File: src/fsr_pkg.sv
`timescale 1ns / 1ps
package fsr_pkg;

  localparam int FRAC       = 28;
  localparam int QW         = 29;
  localparam int CW         = 30;
  localparam int WIDE_W     = 58;
  localparam int DEN_W      = 30;
  localparam int DIV_STEPS  = 29;
  localparam int SQRT_STEPS = 29;
  localparam int MUL_STEPS  = 4;
  localparam int OUT_W      = 16;
  localparam int RND_SHIFT  = 13;

  localparam logic [QW-1:0]    ONE_Q   = QW'(1) << FRAC;
  localparam logic [OUT_W-1:0] OUT_ONE = OUT_W'(32768);

  typedef struct packed {
    logic [OUT_W-1:0] reflectance;
    logic             total_internal;
  } result_t;

  typedef struct packed {
    logic signed [CW-1:0] c;
    logic                 gt;
    logic                 tir;
    logic                 dz;
    logic                 sz;
  } div_side_t;

  typedef struct packed {
    logic [QW-1:0]        r0;
    logic signed [CW-1:0] c;
    logic                 gt;
    logic                 tir;
  } sq_side_t;

  // Q.28 product, truncated back to Q.28; operands and result within [0, 1.0]
  function automatic logic [QW-1:0] mul_q(input logic [QW-1:0] a, input logic [QW-1:0] b);
    logic [WIDE_W-1:0] pr;
    pr = WIDE_W'(a) * WIDE_W'(b);
    return pr[FRAC+QW-1:FRAC];
  endfunction

endpackage

File: src/fsr_div.sv
`timescale 1ns / 1ps
module fsr_div import fsr_pkg::*; (
  input  logic              clk,
  input  logic              en,
  input  logic [WIDE_W-1:0] num,
  input  logic [DEN_W-1:0]  den,
  output logic [QW-1:0]     quo
);

  logic [WIDE_W-1:0] rem_q   [DIV_STEPS];
  logic [DEN_W-1:0]  den_q   [DIV_STEPS];
  logic [QW-1:0]     quo_q   [DIV_STEPS];
  logic [WIDE_W-1:0] rem_src [DIV_STEPS];
  logic [DEN_W-1:0]  den_src [DIV_STEPS];
  logic [QW-1:0]     quo_src [DIV_STEPS];
  logic [WIDE_W-1:0] rem_next [DIV_STEPS];
  logic [QW-1:0]     quo_next [DIV_STEPS];
  logic [WIDE_W-1:0] trial   [DIV_STEPS];

  // one quotient bit per stage, MSB first; quotient assumed below 2^QW
  always_comb begin
    rem_src[0] = num;
    den_src[0] = den;
    quo_src[0] = '0;
    for (int k = 1; k < DIV_STEPS; k++) begin
      rem_src[k] = rem_q[k-1];
      den_src[k] = den_q[k-1];
      quo_src[k] = quo_q[k-1];
    end
    for (int k = 0; k < DIV_STEPS; k++) begin
      trial[k] = WIDE_W'(den_src[k]) << (DIV_STEPS - 1 - k);
      if (rem_src[k] >= trial[k]) begin
        rem_next[k] = rem_src[k] - trial[k];
        quo_next[k] = quo_src[k] | (QW'(1) << (DIV_STEPS - 1 - k));
      end else begin
        rem_next[k] = rem_src[k];
        quo_next[k] = quo_src[k];
      end
    end
  end

  always_ff @(posedge clk) begin
    if (en) begin
      for (int k = 0; k < DIV_STEPS; k++) begin
        rem_q[k] <= rem_next[k];
        den_q[k] <= den_src[k];
        quo_q[k] <= quo_next[k];
      end
    end
  end

  assign quo = quo_q[DIV_STEPS-1];

endmodule

File: config.mk
export PLATFORM = sky130hd
export DESIGN_NAME = fsr_div
export DESIGN_NICKNAME = d
export VERILOG_FILES = /design/src/fsr_pkg.sv /design/src/fsr_div.sv
export SDC_FILE = /design/constraint.sdc
export NUM_CORES = 2
export LEC_CHECK = 0
export BUFFER_PORTS_ARGS = -buffer_cell sky130_fd_sc_hd__buf_2
export CORE_AREA = 3 3 587 589
export DETAILED_ROUTE_END_ITERATION = 7
export DIE_AREA = 0 0 590 592
export PLACE_DENSITY = 0.73
export RECOVER_POWER = 50
export SYNTH_ARGS = -nofsm -noshare
export SYNTH_HDL_FRONTEND = slang
export SYNTH_SLANG_ARGS = --single-unit
File: constraint.sdc
create_clock -name clk -period 3.87 [get_ports clk]
set_clock_uncertainty 0.05 [all_clocks]
set_input_delay 0 -clock clk [delete_from_list [all_inputs] [get_ports clk]]
set_output_delay 0 -clock clk [all_outputs]
set_load 0.03 [all_outputs]
==> run_results.csv <==
group,metric,value,unit
clocking,cts_sinks,2899,
synthesis,synth_seq_cells,2899,
clocking,cts_tree,"built",
clocking,clk_pin_slew,0.06,ns
sta,tns,0,ns
die,coreArea,340000,um^2
synthesis,synth_area_leaders,"edfxtp_1 57%, ha_1 7.1%, a21oi_1 3.5%",
synthesis,synth_edf_count,2899,
sta,worst_pin_slew,2.10,ns
critical_path,criticalPathCategory,"reg -> reg",
synthesis,syn_area,153000,um^2
clocking,cts_buffers,321,
critical_path,crit_chain,"or4_4 > or4_4 > or4_4 > o31ai_4 > or3_4 > o21ai_4 > or3_4 > o41ai_2 > o21ai_1",
critical_path,cp-start-kind,"flip-flop",
grt,grt.total_usage,0.206,
outcome,violations,"capacitance limit, slew limit",
synthesis,synthesis.nets,14300,
synthesis,synth_compound_area_frac,0.131,
sta,slew_violations,12,
critical_path,path_max_fanout,7,
sta,period_share,0.993,
sta,setup_violations,0,
clocking,clkLatencyLatePin,0.93,ns
die,die_area,349000,um^2
flow_run,maxCapViolations,1,
drt,drt_iter0_drc,7122,
critical_path,worstPathRequired,4.42,ns
synthesis,synth.largest_area_cell,"edfxtp_1",
die,ios,119,
die,num_rows,214,
grt,grt_pass1_vias,106000,
clocking,cts_buffer_depth,4,
synthesis,postSynthCellCount,13300,
grt,grt_overflow,0,
die,die_h,592,um
synthesis,ys_seq_area_frac,0.571,
synthesis,synth-adder-area-share,0.0750,
critical_path,crit_path_max_incr_delay,0.65,ns
power,p_leak,70.4,nW
sta,finalHoldViolCount,0,
outcome,outcome,"complete, but fails checks",
critical_path,cp-end-kind,"flip-flop",
sta,fin_ws,0.0283,ns
sta,fmax,260,MHz
layout,nNetsFinal,15600,
drt,viasPerCell,5.49,
drt,vias,107000,
sta,finalCriticalPeriod,3.84,ns
synthesis,synth_cell_types,92,
drt,drc,0,
hold_path,hp-class,"in -> reg",
critical_path,cp_top_family,"simple AND/OR/NAND/NOR gates",
synthesis,synth_top_family_by_area,"compound AO/OA/AOI/OAI gates",
die,dieWidth,590,um
placement,port_buffers,118,
clocking,clockRootBuffer,"clkbuf_16",
drt,drt-total-wl,372000,um
synthesis,yosys-mux-area-fraction,0.0120,
synthesis,synth_ff_type,"edfxtp_1",
drt,routedWlPerCell,19.1,um
synthesis,synth_common_cells,"2899 x edfxtp_1, 1111 x inv_1, 1061 x a21oi_1",
synthesis,yosys.area_share.simple,0.114,
layout,syn2layout_area_growth,18.1,%
sta,whs,0.242,ns
synthesis,synthArstFlopShare,0,
drt,antenna_left,0,
placement,gp_congestion,0.940,
synthesis,synth.most_common_cell,"edfxtp_1",
clocking,cts_max_level,5,
power,power_density,731,nW/um^2
power,power,132,mW
grt,antenna_found_initial,5,
synthesis,yosysWarnings,0,
layout,num-fill-cells,28600,
die,start_util,0.449,
sta,slew_headroom,-0.403,
layout,layout-drive-gt1-share,0.139,
grt,grt_first_pass_wirelength,574000,um
placement,hpwl,281000,um
critical_path,crit_slowest_cell,"or4_4",
sta,grt_setup_unrepaired,"yes",
synthesis,synth_xor_area_frac,0.0619,
synthesis,synth.avg_cell_area,11.5,um^2
critical_path,crit_buf_inv,0,
critical_path,critPathArrivalTime,4.39,ns
drt,drt_first_pass_iters,6,
synthesis,yosysTopAreaCellShare,0.571,
placement,place_ws,-0.441,ns
power,vdd_drop_max,0.000438,V
critical_path,worst_path_most_repeated_cell,"or4_4",
grt,grt_max_degree,179,
[routing by layer]
metal / global-route usage / wire length (um)
met5: 0 / 0
met4: 0.114 / 24200
met3: 0.0268 / 15700
met2: 0.385 / 192000
met1: 0.224 / 140000
[worst min-delay path: stages]
cell and delay, ns:
dlygate4sd3_1 0.52, clkbuf_1 0.18, fa_2 0.25, mux2i_1 0.08
[power by group]
group	total, mW	leakage, nW	internal [mW]	switching (mW)
sequential	48.5	28.0	43.9	4.53
combinational	52.8	37.2	23.8	29.1
clock	30.5	5.12	17.8	12.6
[final timing paths]
path / slack [ns] / cells after the start / start / endpoint
worst max-delay path: 0.03 / 9 / rem_q[1][215] / rem_q[1][278]
worst min-delay path: 0.24 / 4 / den[1] / rem_q[0][29]
worst max register to register: 0.03 / 9 / rem_q[1][215] / rem_q[1][278]
worst min register to register: 0.32 / 0 / quo_q[1][317] / quo_q[1][346]
[metrics by stage]
step           instances  area, um^2  utilization
2_1_floorplan      13300      153000            -
3_3_place_gp       18600      166000        0.488
3_5_place_dp       18600      166000        0.488
4_1_cts            19400      179000        0.526
5_1_grt            19400      180000        0.530
6_report           19400      180000        0.530
[area by class of cell]
class | count | area, um^2 | share of cell area
repair buffers | 1388 | 11000 | 0.0611
flip-flops and latches | 2899 | 87100 | 0.483
diodes | 6 | 15.0 | 0.0000833
clock buffers | 368 | 8360 | 0.0464
well taps | 4536 | 5680 | 0.0315
clock inverters | 212 | 2220 | 0.0123
multi-input cells | 8917 | 61600 | 0.342
inverters | 1114 | 4190 | 0.0232
[cell families after synthesis]
group           count (synthesis)
mux                           163
buf+inv                      1452
flops                        2899
compound gates               3209
xor+xnor                     1078
simple gates                 3567
fa+ha+maj                     898
[sequential cells by signal (all words and copies together) (netlist names)]
name	cells
rem_q	1624
quo_q	435
den_q	840
[cell usage in the layout, fill, tap and decap left out, types with 63 or more instances in the layout]
cell type      count
a211oi_1          76
a21o_1           435
a21oi_1         1039
a31oi_1           75
and3_1            81
buf_4            955
clkbuf_1         142
clkbuf_16        330
dlygate4sd3_1    189
edfxtp_1        2899
ha_1             855
inv_1           1109
mux2_2           157
nand2_1         1020
nand2b_1         139
nand3_1          226
nand4_1          197
nor2_1           884
nor2b_1           95
nor3_1           253
nor4_1           193
o211ai_1          68
o21a_1           116
o21ai_0          748
o21bai_1         117
o31ai_1           63
or3_1             91
xnor2_1          592
xor2_1           480
[timing repair]
item / in CTS / in global routing
buffers inserted: 10 / 60
resized for setup: 78 / 234
hold buffers: 189 / 0
gates cloned: 0 / 4
hold endpoints to repair: 1657 / 0
setup endpoints to repair: 361 / 475
pin swaps: 29 / 94
(Power assumes the default switching activity.)
