### src/fsr_pkg.sv
`timescale 1ns / 1ps
package fsr_pkg;

  localparam int FRAC       = 28;
  localparam int QW         = 29;
  localparam int CW         = 30;
  localparam int WIDE_W     = 58;
  localparam int DEN_W      = 30;
  localparam int DIV_STEPS  = 29;
  localparam int SQRT_STEPS = 29;
  localparam int MUL_STEPS  = 4;
  localparam int OUT_W      = 16;
  localparam int RND_SHIFT  = 13;

  localparam logic [QW-1:0]    ONE_Q   = QW'(1) << FRAC;
  localparam logic [OUT_W-1:0] OUT_ONE = OUT_W'(32768);

  typedef struct packed {
    logic [OUT_W-1:0] reflectance;
    logic             total_internal;
  } result_t;

  typedef struct packed {
    logic signed [CW-1:0] c;
    logic                 gt;
    logic                 tir;
    logic                 dz;
    logic                 sz;
  } div_side_t;

  typedef struct packed {
    logic [QW-1:0]        r0;
    logic signed [CW-1:0] c;
    logic                 gt;
    logic                 tir;
  } sq_side_t;

  // Q.28 product, truncated back to Q.28; operands and result within [0, 1.0]
  function automatic logic [QW-1:0] mul_q(input logic [QW-1:0] a, input logic [QW-1:0] b);
    logic [WIDE_W-1:0] pr;
    pr = WIDE_W'(a) * WIDE_W'(b);
    return pr[FRAC+QW-1:FRAC];
  endfunction

endpackage

### src/fsr_sqrt.sv
`timescale 1ns / 1ps
module fsr_sqrt import fsr_pkg::*; (
  input  logic              clk,
  input  logic              en,
  input  logic [WIDE_W-1:0] rad,
  output logic [QW-1:0]     root
);

  logic [WIDE_W-1:0] rem_q    [SQRT_STEPS];
  logic [QW-1:0]     root_q   [SQRT_STEPS];
  logic [WIDE_W-1:0] rem_src  [SQRT_STEPS];
  logic [QW-1:0]     root_src [SQRT_STEPS];
  logic [WIDE_W-1:0] rem_next [SQRT_STEPS];
  logic [QW-1:0]     root_next [SQRT_STEPS];
  logic [WIDE_W-1:0] trial    [SQRT_STEPS];

  // rem holds rad - root^2; trying bit b adds 2*root*2^b + 2^2b
  always_comb begin
    rem_src[0]  = rad;
    root_src[0] = '0;
    for (int k = 1; k < SQRT_STEPS; k++) begin
      rem_src[k]  = rem_q[k-1];
      root_src[k] = root_q[k-1];
    end
    for (int k = 0; k < SQRT_STEPS; k++) begin
      trial[k] = (WIDE_W'(root_src[k]) << (SQRT_STEPS - k))
               | (WIDE_W'(1) << (2 * (SQRT_STEPS - 1 - k)));
      if (rem_src[k] >= trial[k]) begin
        rem_next[k]  = rem_src[k] - trial[k];
        root_next[k] = root_src[k] | (QW'(1) << (SQRT_STEPS - 1 - k));
      end else begin
        rem_next[k]  = rem_src[k];
        root_next[k] = root_src[k];
      end
    end
  end

  always_ff @(posedge clk) begin
    if (en) begin
      for (int k = 0; k < SQRT_STEPS; k++) begin
        rem_q[k]  <= rem_next[k];
        root_q[k] <= root_next[k];
      end
    end
  end

  assign root = root_q[SQRT_STEPS-1];

endmodule

### config.mk
export PLATFORM = sky130hd
export DESIGN_NAME = fsr_sqrt
export DESIGN_NICKNAME = d
export VERILOG_FILES = /design/src/fsr_pkg.sv /design/src/fsr_sqrt.sv
export SDC_FILE = /design/constraint.sdc
export NUM_CORES = 2
export LEC_CHECK = 0
export BUFFER_PORTS_ARGS = -buffer_cell sky130_fd_sc_hd__buf_2
export CORE_ASPECT_RATIO = 1.1
export CORE_MARGIN = 10
export CORE_UTILIZATION = 36
export DETAILED_ROUTE_END_ITERATION = 6
export HOLD_SLACK_MARGIN = 0.08
export PLACE_DENSITY = 0.57
export SLEW_MARGIN = 20
export SYNTH_ARGS = -nofsm -noshare
export SYNTH_HDL_FRONTEND = slang
export SYNTH_SLANG_ARGS = --single-unit
### constraint.sdc
create_clock -name clk -period 4.5 [get_ports clk]
set_input_delay 1.35 -clock clk [delete_from_list [all_inputs] [get_ports clk]]
set_output_delay 1.35 -clock clk [all_outputs]
set_load 0.005 [all_outputs]
==> results.yml <==
outcome:
  outcome: "complete, but fails checks"
  failed_checks: "design-rule violations"
routing:
  drc: 1
  drt-wirelength-per-cell_um: 19.8
  via_to_cell_ratio: 5.18
  finalWirelength_um: 238000
  dr.pass1.iters: 7
  routed-via-count: 62236
  route.antenna.remaining_nets: 0
  detailedRoute.firstIterationViolations: 3924
floorplan:
  die_h_um: 569
  die_x_um: 519
  ioPinCount: 89
  core_um2: 273000
  initial_core_util_pct: 36.2
  floorplan.rows: 201
  dieArea_um2: 295000
timing:
  fin_skew_ns: 0.139
  slew-limit-headroom_pct: 30.1
  postLayoutSetupSlackWorst_ns: 0.338
  worst_slew_pin_slew_ns: 1.04
  timing_hold_violations_final: 0
  clock.fmax_ghz: 0.240
  hold-worst-slack_ns: 0.410
  layout_min_cycle_time_ns: 4.16
  report.final.setup_viol: 0
  finalCritPeriodShare_pct: 92.5
  grt_setup_unrepaired: "false"
  finalMaxSlewViolations: 0
synth:
  yosysMostFrequentCell: "sky130_fd_sc_hd__edfxtp_1"
  synth_largest_area_cell: "sky130_fd_sc_hd__edfxtp_1"
  synth-seq-area-share_pct: 62.7
  yosysWarningCount: 0
  postSynthNetCount: 8376
  synth_cells: 7856
  synth-edff-count: 2059
  postSynth.asyncResetShare_pct: 0
  postSynthRegisterBits: 2059
  synth.top_cell.area_share_pct: 62.7
  synth.cells.most_frequent: "sky130_fd_sc_hd__edfxtp_1, sky130_fd_sc_hd__inv_1, sky130_fd_sc_hd__nor2_1, sky130_fd_sc_hd__nand2_1, sky130_fd_sc_hd__a21oi_1"
  top_area_cells_in_the_synthesized_netlist: "sky130_fd_sc_hd__edfxtp_1, sky130_fd_sc_hd__ha_1, sky130_fd_sc_hd__xnor2_1"
  synth.avg_cell_area_um2: 12.6
  dominantRegCellSynth: "sky130_fd_sc_hd__edfxtp_1"
  synth.cell_area_um2: 98600
  ys_types: 84
critical_path:
  worstPathCellList: "ha_1 > nand2b_1 > a211oi_1 > o311ai_0 > nand2_1 > a221o_1 > a2111oi_2 > buf_4 > nand4_1 > buf_4 > nor4_1 > xor2_1"
  critical-path-top-cell-by-count: "sky130_fd_sc_hd__buf_4"
  startpoint_of_the_worst_register_to_register_path: "rem_q[1][528]"
  stage_delay_of_the_slowest_cell_on_the_critical_path_ns: 0.69
  worst_reg2reg_path_endpoint: "rem_q[1][630]"
  endpoint_kind: "flip-flop"
  worst-r2r-setup-slack_ns: 0.34
  critPathRequiredTime_ns: 5.05
  worst_path_slowest_cell: "sky130_fd_sc_hd__o311ai_0"
  startpoint_type: "flip-flop"
  worst-path-buf-inv: 2
  path_depth: 12
  setup.worst_path.class: "flip-flop to flip-flop"
  endpoint: "rem_q[1][630]"
  arrival_ns: 4.72
  crit_path_max_fanout: 5
  crit_family: "compound AO/OA/AOI/OAI gates"
  crit_path_start: "rem_q[1][528]"
  worstRegToRegCells: 12
grt:
  first_global_vias: 64297
  global_route_wire_length_before_repair_um: 366000
  grt_overflow_total: 0
  initial_antenna_violation_count: 3
  grtUsageMet2_pct: 31.3
  gr-usage-met1_pct: 15.5
  all_layer_gr_usage_pct: 15.6
  grt_start_max_net_pins: 114
  grt_util_met3_pct: 2.10
  grt.busiest_layer: "met2"
layout:
  final_core_util_pct: 41.0
  nets: 8683
  layout-drive-gt1-share_pct: 8.49
  fillCellCount: 25263
  synthToLayoutAreaGrowth_pct: 13.4
power_and_ir_drop:
  share_of_total_power_consumed_by_net_switching_pct: 29.3
  power.clock.fraction_pct: 32.2
  comb_power_share_pct: 20.4
  power_per_cell_area_nw_per_um2: 493
  leakage_uw: 0.0415
  p_int_uw: 39000
  power_frac_seq_pct: 47.4
  max_ir_drop_vdd_mv: 0.375
  power.net_switching_uw: 16100
clock_network:
  post_cts_buffers: 0
  worstSkewPairLatency_ns: 0.91
  clkSinkCount: 2059
  cts_max_level: 4
  clk_pin_slew_worst_paths_ns: 0.06
  tritoncts: "built"
  cts-buffers-inserted: 217
  cts_buffer_depth: 3
  clockRootBuffer: "sky130_fd_sc_hd__clkbuf_16"
placement:
  final_weighted_congestion_in_routability_driven_placement: 0.887
  dp.final_hpwl_um: 183000
  buffer_ports.inserted: 88
  place_ws_ns: 0.0999
flow_run:
  cap_viol_max_count: 0
hold_path:
  worstHoldStart: "root_q[1][209]"
  hold_class: "flip-flop to flip-flop"
-- cells by family (layout without fill, tap and decap cells) --
| family | after synthesis | count (layout) | share of synthesized area, % |
|---|---|---|---|
| buf+inv | 752 | 1245 | 2.88 |
| other cells | 0 | 2 | 0 |
| xor+xnor | 708 | 708 | 6.29 |
| compound gates | 1505 | 1505 | 9.48 |
| fa+ha+maj | 460 | 460 | 5.83 |
| flops | 2059 | 2059 | 62.7 |
| mux | 94 | 94 | 1.05 |
| simple gates | 2278 | 2278 | 11.8 |
-- per-stage QoR --
step	instances	power, uW	cell area (um^2)	TNS [ns]
2_1_floorplan	7856	33600	98600	0
3_3_place_gp	11596	37500	105000	-0.974
3_5_place_dp	11598	37700	105000	0
4_1_cts	12003	55600	112000	0
5_1_grt	12005	57900	112000	0
6_report	12005	55100	112000	0
-- final cells by class --
cell class	count	area, um^2	area share (%)
well taps	3654	4570	4.09
inverters	597	2240	2.00
clock buffers	256	5580	4.99
repair buffers	243	1900	1.70
multi-input cells	5045	34100	30.5
clock inverters	149	1620	1.45
flip-flops and latches	2059	61800	55.3
diodes	2	5.00	0.00448
-- metal layers --
| metal | part of all wire [%] | up-vias | routed length, um |
|---|---|---|---|
| met5 | 0 | - | 0 |
| met2 | 56 | 1333 | 133000 |
| met4 | 5.2 | 0 | 12400 |
| met1 | 36 | 30391 | 85200 |
| met3 | 3.2 | 529 | 7660 |
| li1 | - | 29983 | - |
-- power groups by stage --
stage	Clock [uW]	Sequential, uW	Combinational [uW]
global route	19100	26300	12500
global placement	0	26500	11000
CTS	18300	26100	11200
detailed placement	0	26500	11200
floorplan	0	25600	8040
finish	17800	26100	11300
-- what timing repair did --
item / CTS / global route
endpoints found under the setup margin: 2 / 0
hold buffers: 0 / 0
gates resized for setup: 1 / 0
-- cell usage in the layout, fill, tap and decap left out, types with 56 or more instances in the layout --
| cell type | n |
|---|---|
| sky130_fd_sc_hd__buf_2 | 88 |
| sky130_fd_sc_hd__nand4_1 | 130 |
| sky130_fd_sc_hd__ha_1 | 460 |
| sky130_fd_sc_hd__or3_1 | 78 |
| sky130_fd_sc_hd__nand2_1 | 526 |
| sky130_fd_sc_hd__nor2_1 | 529 |
| sky130_fd_sc_hd__xnor2_1 | 387 |
| sky130_fd_sc_hd__clkbuf_16 | 217 |
| sky130_fd_sc_hd__nor4_1 | 244 |
| sky130_fd_sc_hd__nor2b_1 | 67 |
| sky130_fd_sc_hd__o21bai_1 | 58 |
| sky130_fd_sc_hd__or4_1 | 59 |
| sky130_fd_sc_hd__o21a_1 | 84 |
| sky130_fd_sc_hd__a21o_1 | 166 |
| sky130_fd_sc_hd__xor2_1 | 321 |
| sky130_fd_sc_hd__inv_1 | 595 |
| sky130_fd_sc_hd__clkinv_1 | 56 |
| sky130_fd_sc_hd__a21oi_1 | 487 |
| sky130_fd_sc_hd__nor3_1 | 196 |
| sky130_fd_sc_hd__o21ai_0 | 376 |
| sky130_fd_sc_hd__buf_4 | 131 |
| sky130_fd_sc_hd__edfxtp_1 | 2059 |
| sky130_fd_sc_hd__nand3_1 | 129 |
| sky130_fd_sc_hd__nand2b_1 | 82 |
| sky130_fd_sc_hd__mux2_2 | 79 |
-- how the worst min path moves through the flow --
stage	end	slack, ns	cells past startpoint
4_1_cts	root_q[1][238]	0.41	0
5_1_grt	rem_q[0][420]	0.42	0
3_3_place_gp	rem_q[0][833]	0.43	0
6_report	root_q[1][238]	0.41	0
2_1_floorplan	rem_q[1][414]	0.42	0
3_5_place_dp	rem_q[0][473]	0.43	0
-- flip-flops by register name, indices dropped and copies added, names as in the netlist --
register / cells
rem_q: 1624
root_q: 435
Note: power is estimated with default switching activity, not from simulation.
