### src/fsr_pkg.sv
`timescale 1ns / 1ps
package fsr_pkg;

  localparam int FRAC       = 28;
  localparam int QW         = 29;
  localparam int CW         = 30;
  localparam int WIDE_W     = 58;
  localparam int DEN_W      = 30;
  localparam int DIV_STEPS  = 29;
  localparam int SQRT_STEPS = 29;
  localparam int MUL_STEPS  = 4;
  localparam int OUT_W      = 16;
  localparam int RND_SHIFT  = 13;

  localparam logic [QW-1:0]    ONE_Q   = QW'(1) << FRAC;
  localparam logic [OUT_W-1:0] OUT_ONE = OUT_W'(32768);

  typedef struct packed {
    logic [OUT_W-1:0] reflectance;
    logic             total_internal;
  } result_t;

  typedef struct packed {
    logic signed [CW-1:0] c;
    logic                 gt;
    logic                 tir;
    logic                 dz;
    logic                 sz;
  } div_side_t;

  typedef struct packed {
    logic [QW-1:0]        r0;
    logic signed [CW-1:0] c;
    logic                 gt;
    logic                 tir;
  } sq_side_t;

  // Q.28 product, truncated back to Q.28; operands and result within [0, 1.0]
  function automatic logic [QW-1:0] mul_q(input logic [QW-1:0] a, input logic [QW-1:0] b);
    logic [WIDE_W-1:0] pr;
    pr = WIDE_W'(a) * WIDE_W'(b);
    return pr[FRAC+QW-1:FRAC];
  endfunction

endpackage

### src/fsr_skid.sv
`timescale 1ns / 1ps
module fsr_skid import fsr_pkg::*; (
  input  logic    clk,
  input  logic    rst,
  input  logic    in_valid,
  input  result_t in_data,
  output logic    full,
  output logic    out_valid,
  output result_t out_data,
  input  logic    out_stall
);

  result_t skid;
  logic    in_xfer;

  assign in_xfer = in_valid && !full;

  always_ff @(posedge clk) begin
    if (rst) begin
      full      <= 1'b0;
      out_valid <= 1'b0;
    end else if (!out_valid || !out_stall) begin
      if (full) begin
        out_data  <= skid;
        out_valid <= 1'b1;
        full      <= 1'b0;
      end else begin
        out_data  <= in_data;
        out_valid <= in_xfer;
      end
    end else if (in_xfer) begin
      skid <= in_data;
      full <= 1'b1;
    end
  end

endmodule

### config.mk
export PLATFORM = sky130hd
export DESIGN_NAME = fsr_skid
export DESIGN_NICKNAME = d
export VERILOG_FILES = /design/src/fsr_pkg.sv /design/src/fsr_skid.sv
export SDC_FILE = /design/constraint.sdc
export NUM_CORES = 1
export LEC_CHECK = 0
export ABC_AREA = 1
export BUFFER_PORTS_ARGS = -buffer_cell sky130_fd_sc_hd__buf_2
export CAP_MARGIN = 20
export CORE_MARGIN = 10
export CORE_UTILIZATION = 35
export CTS_CLUSTER_DIAMETER = 30
export CTS_CLUSTER_SIZE = 10
export DETAILED_ROUTE_END_ITERATION = 8
export PLACE_DENSITY_LB_ADDON = 0.3
export SETUP_SLACK_MARGIN = 0.5
export SYNTH_ARGS = -nofsm -noshare
export SYNTH_HDL_FRONTEND = slang
export SYNTH_SLANG_ARGS = --single-unit
### constraint.sdc
create_clock -name clk -period 2.2 [get_ports clk]
set_input_delay 0.44 -clock clk [delete_from_list [all_inputs] [get_ports clk]]
set_output_delay 0.44 -clock clk [all_outputs]
set_load 0.01 [all_outputs]
==> impl_results.md, run 1 <==
* Clk slew on worst S/H paths at ~60 ps
* Worst Tran Pin Value at around 220 ps
* Maximum vdd drop at 0.3368 mV
* Setup TNS at 0 ps
* Die W at 81.85 um
* FF-to-FF End: skid[13]$_DFFE_PP_
* Register bit count reported by yosys at 36
* GPL Wtd Cong at 0.6901
* Number of port buffers at 39
* Critical Path Source Type: flop
* Hold WS at 349.8 ps
* Layout area overhead at 24.58%
* Worst Setup EP: skid[13]$_DFFE_PP_
* Avg WL per Cell at roughly 13 um
* DRT Pass-1 Iters at 4
* PostCTS Resize Cnt at 0
* First-pass GRT wire length at 4195 um
* Leak at 0.0007197 uW
* Top cells by area, synth: edfxtp_1 (76%), nand2_1 (15%), dfxtp_1 (3.0%)
* Largest area contributor in the netlist: edfxtp_1
* Worst rel slew slack at 85.55%
* Clock buffer depth at 2
* GR Util All Layers at under 10%
* ANT nets after route at 0
* CTS Hold Bufs at 0
* Post-synthesis sequential area ratio at about four fifths
* Final WL at 2546 um
* WP data arrival at ~1300 ps
* Register-to-Register Path Depth at 5
* Via count at 863
* Syn_nets at 121
* Power per Cell Area at slightly below 800 mW/mm2
* HPWL Detailed at 1879 um
* CTS root buf: clkbuf_8
* Placed cells at 188
* Placed instance area at 0.001588 mm2
* DRC Markers at 0
* Worst-Skew Late Latency at 280 ps
* Number of global-route vias before repair at 940
* I/O Pins at 40
* Seq. cell area at 0.001061 mm2
* Via density at 4.403
* Status: finished, final reports clean
* FF-to-FF Start: full$_SDFFE_PP0P_
* Die Footprint at 0.006699 mm2
* CTS HTree Levels at 2
* Fin. Hold Viols at 0
* Die H at 81.85 um
* F_max at 765.3 MHz
* Required @ worst endpoint at 2170 ps
* Yosys Warn Count at 0
* Layout cells sized above 1 at 35.14%
* Clock skew at 3.088 ps
* Final net count at 168
* # rows at 22
* Yosys top cell area share at 76.26%
* Post-CTS setup buffers at 0
* Slew Limit Fails at 0
* Yosys cell types at 12
* WS Path Type: flop to flop
* Core footprint at between 0.003 and 0.004 mm2
* R2R Setup Slk at between 800 and 900 ps
* Pin count of the biggest net entering global routing at 19
* CP max FO at 18
* Design Area, Final at between 0.0015 and 0.002 mm2
* CTS tree: yes
* Num CTS Buffers at 5
* Final setup viols at 0
* Initial Util at 36.30%
* GRT overflow at 0
* Non-Filler Instances at between 150 and 200
* Synthesized instance count at 100
* Critical Path Sink Type: flop
* Multi-input gate area at 234.0 um2
* Fin crit share at 59.39%
* Fillers at roughly 380
* RSZ-0062 raised after global routing: false
* Min-delay worst type: input pin to flop
* Antenna diodes at 0
* Mean Syn Cell Area at 13.39 um2
* Post-Syn Area at 0.001339 mm2
* CTS sink cnt at 36
* Violation count after the first detailed-route iteration at 57
* Min cycle time layout at 1307 ps
* Max_cap viols at 0
* CP startpoint: full$_SDFFE_PP0P_
* Initial antenna violation count at 0
-- per-stage QoR --
step	worst slack (ps)	utilization, %	total power [uW]
global placement	846.9	43.05	904.7
detailed placement	803.9	43.05	907.9
floorplan	738.6	-	853.3
finish	893.4	45.22	1313
global route	812.6	45.22	1371
CTS	888.5	45.22	1332
-- cell usage after synthesis --
library cell  instances
a21oi_1               1
buf_12                1
buf_6                 2
dfxtp_1               2
edfxtp_1             34
inv_1                 1
inv_2                 1
nand2_1              52
nand2_2               1
nand3_1               1
nor2_1                3
o21ai_0               1
-- worst max-delay path: stages, from the launching register on --
cell and delay, ps:
dfxtp_1 330, buf_4 210, inv_2 70, nand2_1 50, nor2_2 90, buf_4 240
-- layout make-up --
cell class / count / share of cell area [%]
repair buffers: 43 / 13.50
clock buffers: 7 / 4.576
multi-input cells: 59 / 14.03
flip-flops and latches: 36 / 63.62
well taps: 48 / 3.601
clock inverters: 1 / 0.2251
inverters: 2 / 0.4501
-- cells in the final DEF, fill, tap and decap left out, types with 2 or more instances in the layout --
master | Yosys | final
nand2_1 | 52 | 52
buf_2 | 0 | 39
edfxtp_1 | 34 | 34
clkbuf_8 | 0 | 5
buf_4 | 0 | 4
nor2_1 | 3 | 2
clkbuf_1 | 0 | 2
dfxtp_1 | 2 | 2
-- metal layers --
metal  global-route usage, %  part of all wire (%)  vias up
met5                       0                     0        -
met4                   6.122                   3.0        0
met3                   4.367                   6.3        6
met2                   15.20                    55       27
met1                   7.223                    36      403
li1                        -                     -      427
-- report_power, final --
group / leakage, uW / total, uW / switching [uW] / internal (uW)
Combinational: 0.000345 / 99.5 / 59.1 / 40.4
Sequential: 0.000335 / 791 / 6.86 / 784
Clock: 0.0000399 / 423 / 203 / 220
-- kinds of logic after synthesis --
family                 Yosys count  share of synthesized area, %
and+or+nand+nor                 57                         16.26
DFF                             36                         79.25
buffers and inverters            5                         3.738
AOI/OAI and AO/OA                2                        0.7469
-- registers in the layout, indices dropped and copies added (netlist names) --
register,cells
full,1
skid,17
out_valid,1
out_data,17
-- how the worst min path moves through the flow --
| stage | depth (start not counted) | slack [ps] | start | to |
|---|---|---|---|---|
| 2_1_floorplan | 2 | 490 | skid[0]$_DFFE_PP_ | out_data[0]$_DFFE_PP_ |
| 3_3_place_gp | 2 | 500 | full$_SDFFE_PP0P_ | full$_SDFFE_PP0P_ |
| 3_5_place_dp | 2 | 500 | skid[9]$_DFFE_PP_ | out_data[9]$_DFFE_PP_ |
| 4_1_cts | 1 | 340 | in_data[1] | skid[1]$_DFFE_PP_ |
| 5_1_grt | 1 | 340 | in_data[1] | skid[1]$_DFFE_PP_ |
| 6_report | 1 | 350 | in_data[0] | skid[0]$_DFFE_PP_ |
Note: power is estimated with default switching activity, not from simulation.
==> run 2: changes to the inputs <==
--- a/config.mk
+++ b/config.mk
@@ -5,7 +5,7 @@
 export SDC_FILE = /design/constraint.sdc
 export NUM_CORES = 1
 export LEC_CHECK = 0
-export ABC_AREA = 1
+export ABC_AREA = 0
 export BUFFER_PORTS_ARGS = -buffer_cell sky130_fd_sc_hd__buf_2
 export CAP_MARGIN = 20
 export CORE_MARGIN = 10
==> constraint.sdc (replaced) <==
create_clock -name clk -period 1.1 [get_ports clk]
set_input_delay 0.22 -clock clk [delete_from_list [all_inputs] [get_ports clk]]
set_output_delay 0.22 -clock clk [all_outputs]
set_load 0.01 [all_outputs]
==> run 2 against run 1 <==
Net effect: the run now ends with negative setup slack left; first-iteration DRC count decreased by 35%; utilization increased by 12 points; die area rose by 0.71%; critical path type unchanged; largest power group unchanged; hold slack got worse by 220 ps; register-to-register slack worse by 1100 ps; routed wire length rose by 15%; combinational power rose to 3.5 times the previous value; synthesized cell count decreased by 39%; design area grew 26%; setup slack worse by 1100 ps; area after synthesis is 0.93% higher; highest routed layer unchanged; sequential share of layout area down 13 points.
==> impl_results.md, run 2 <==
* Status: complete, but fails checks
* Violated checks: negative setup slack
* Largest area contributor in the netlist: edfxtp_1
* Pre-CTS setup slack at -241.0 ps
* Routed met1 length at roughly 1100 um
* Commonest non-fill, non-tap cell in the layout: edfxtp_1
* First-pass GRT wire length at 4091 um
* Setup TNS at -6127 ps
* Required @ worst endpoint at roughly 1100 ps
* Design Power at 2752 uW
* Post-synthesis sequential area ratio at 78.52%
* Min-delay worst type: input pin to flop
* Synth top cells by count: edfxtp_1 (34), mux2_2 (9), mux2_4 (8)
* Avg WL per Cell at between 15 and 20 um
* Max stage delay on crit path at 360 ps
* Post-Syn Area at ~0.0014 mm2
* Pin count of the biggest net entering global routing at 11
* Critical-path cell list: buf_12 > buf_6 > clkbuf_16 > mux2_4
* CP max FO at 5
* Number of port buffers at 39
* Final net count at 147
* CTS Hold Bufs at 0
* Layout cells sized above 1 at 71.43%
* Initial antenna violation count at 0
* CTS tree: yes
* GRT overflow at 0
* Die W at 82.14 um
* GPL Wtd Cong at 0.6675
* Clk slew on worst S/H paths at about 70 ps
* WP data arrival at around 1300 ps
* # rows at 22
* Num CTS Buffers at 5
* Via count at 763
* Via density at roughly 4.4
* Leak at 0.0008399 uW
* CTS HTree Levels at 2
* Synthesized instance count at 61
* Post-synth top flop: edfxtp_1
* Clock skew at 5.233 ps
* Critical Path Source Type: flop
* Count leader, synth: edfxtp_1
* CTS root buf: clkbuf_8
* Mean Syn Cell Area at ~22 um2
* Async set or reset register ratio after synthesis at 0%
* Yosys Warn Count at 0
* Fin crit share at 116.5%
* RSZ-0062 raised after global routing: true
* Core footprint at ~0.0037 mm2
* Min cycle time layout at 1282 ps
* Layout area overhead at 55.37%
* F_max at between 700 and 800 MHz
* Worst-Skew Late Latency at approximately 280 ps
* Syn_nets at 82
* Die Footprint at roughly 0.0067 mm2
* Register bit count reported by yosys at 36
* Yosys cell types at 11
* Power per Cell Area at 1311 mW/mm2
* Maximum vdd drop at 0.7420 mV
* Slowest CP cell: dfxtp_4
* Final setup viols at 52
* Final WL at 2938 um
* Die H at ~80 um
* Slew Limit Fails at 0
* Met3 WL post-DR at roughly 200 um
* Number of synthesized flops with an enable pin at 34
* Number of global-route vias before repair at between 800 and 900
* Antenna diodes at 0
* Final worst setup slack at -181.5 ps
* CTS sink cnt at 36
* Yosys top cell area share at about 76%
* Top Layer Used: met4
* Clock buffer depth at 2
* DRC Markers at 0
* Initial Util at 36.64%
* Routed wl met2 at 1616 um
* Max_cap viols at 0
* WS Path Type: flop to flop
* HPWL Detailed at 1869 um
* Violation count after the first detailed-route iteration at 37
* GR Util All Layers at between 8 and 9%
* Kind of cell adding the most delay to the critical path: buffers and inverters
* Buf/Inv on CP at 3
* Critical Path Sink Type: flop
* Fin. Hold Viols at 0
* Top cells by area, synth: edfxtp_1 (76%), mux2_4 (8.9%), mux2_2 (7.5%)
* Util after Layout at 56.92%
* Worst Tran Pin Value at 298.2 ps
* Most frequent cells in the layout: edfxtp_1 (34), buf_2 (32), mux2_4 (17)
* DRT Pass-1 Iters at 4
* Top flop regs: out_data x17, skid x17
* Worst rel slew slack at 80.04%
* I/O Pins at 40
* ANT nets after route at 0
-- run 2: per-layer routing --
metal | global-route usage (%) | vias up
met5 | 0 | -
met4 | 5.612 | 0
met3 | 3.888 | 6
met2 | 13.56 | 22
met1 | 8.710 | 364
li1 | - | 371
-- run 2: path summary, 6_finish.rpt --
check / start / end / slack [ps] / depth (start not counted)
worst max-delay path: full$_SDFFE_PP0P_ / out_data[16]$_DFFE_PP_ / -180 / 4
worst min-delay path: in_data[1] / skid[1]$_DFFE_PP_ / 130 / 1
worst min register to register: skid[8]$_DFFE_PP_ / out_data[8]$_DFFE_PP_ / 550 / 1
worst max register to register: full$_SDFFE_PP0P_ / out_data[16]$_DFFE_PP_ / -180 / 4
-- run 2: layout make-up --
cell class | count | area (um2)
Clock buffer | 5 | 68.82
Tap cell | 48 | 60.06
Clock inverter | 2 | 7.507
Fill cell | 299 | 1589
Multi-Input combinational cell | 23 | 336.6
Sequential cell | 36 | 1069
Timing Repair Buffer | 60 | 558.0
-- run 2: power by group --
group	switching (uW)	total, uW	internal, uW
combinational	134	346	212
clock	412	829	417
sequential	17.4	1580	1560
total	564	2750	2190
-- run 2: kinds of logic (layout without fill, tap and decap cells) --
logic type	after synthesis	count (layout)	synth area share, %
AOI/OAI and AO/OA	2	2	0.7408
buffers and inverters	2	67	2.315
DFF	36	36	78.52
muxes	17	17	16.39
and+or+nand+nor	4	4	2.036
-- run 2: worst reg2reg max path: stages, from the launching register on --
cell	delay (ps)
dfxtp_4	360
buf_12	120
buf_6	110
clkbuf_16	150
mux2_4	290
-- run 2: through the flow --
stage | hold WS (ps) | instance area (um2) | std cells
after global placement | 412.4 | 1655 | 152
final | 127.5 | 2100 | 174
after floorplan | 281.7 | 1374 | 61
after CTS | 117.8 | 1824 | 164
after detailed placement | 414.8 | 1655 | 152
after global routing | 116.5 | 2100 | 174
-- run 2: what timing repair did --
item | CTS | global route
buffers inserted | 4 | 6
pin swaps | 2 | 5
gates resized for setup | 9 | 30
setup endpoints to repair | 72 | 72
gates cloned | 1 | 4
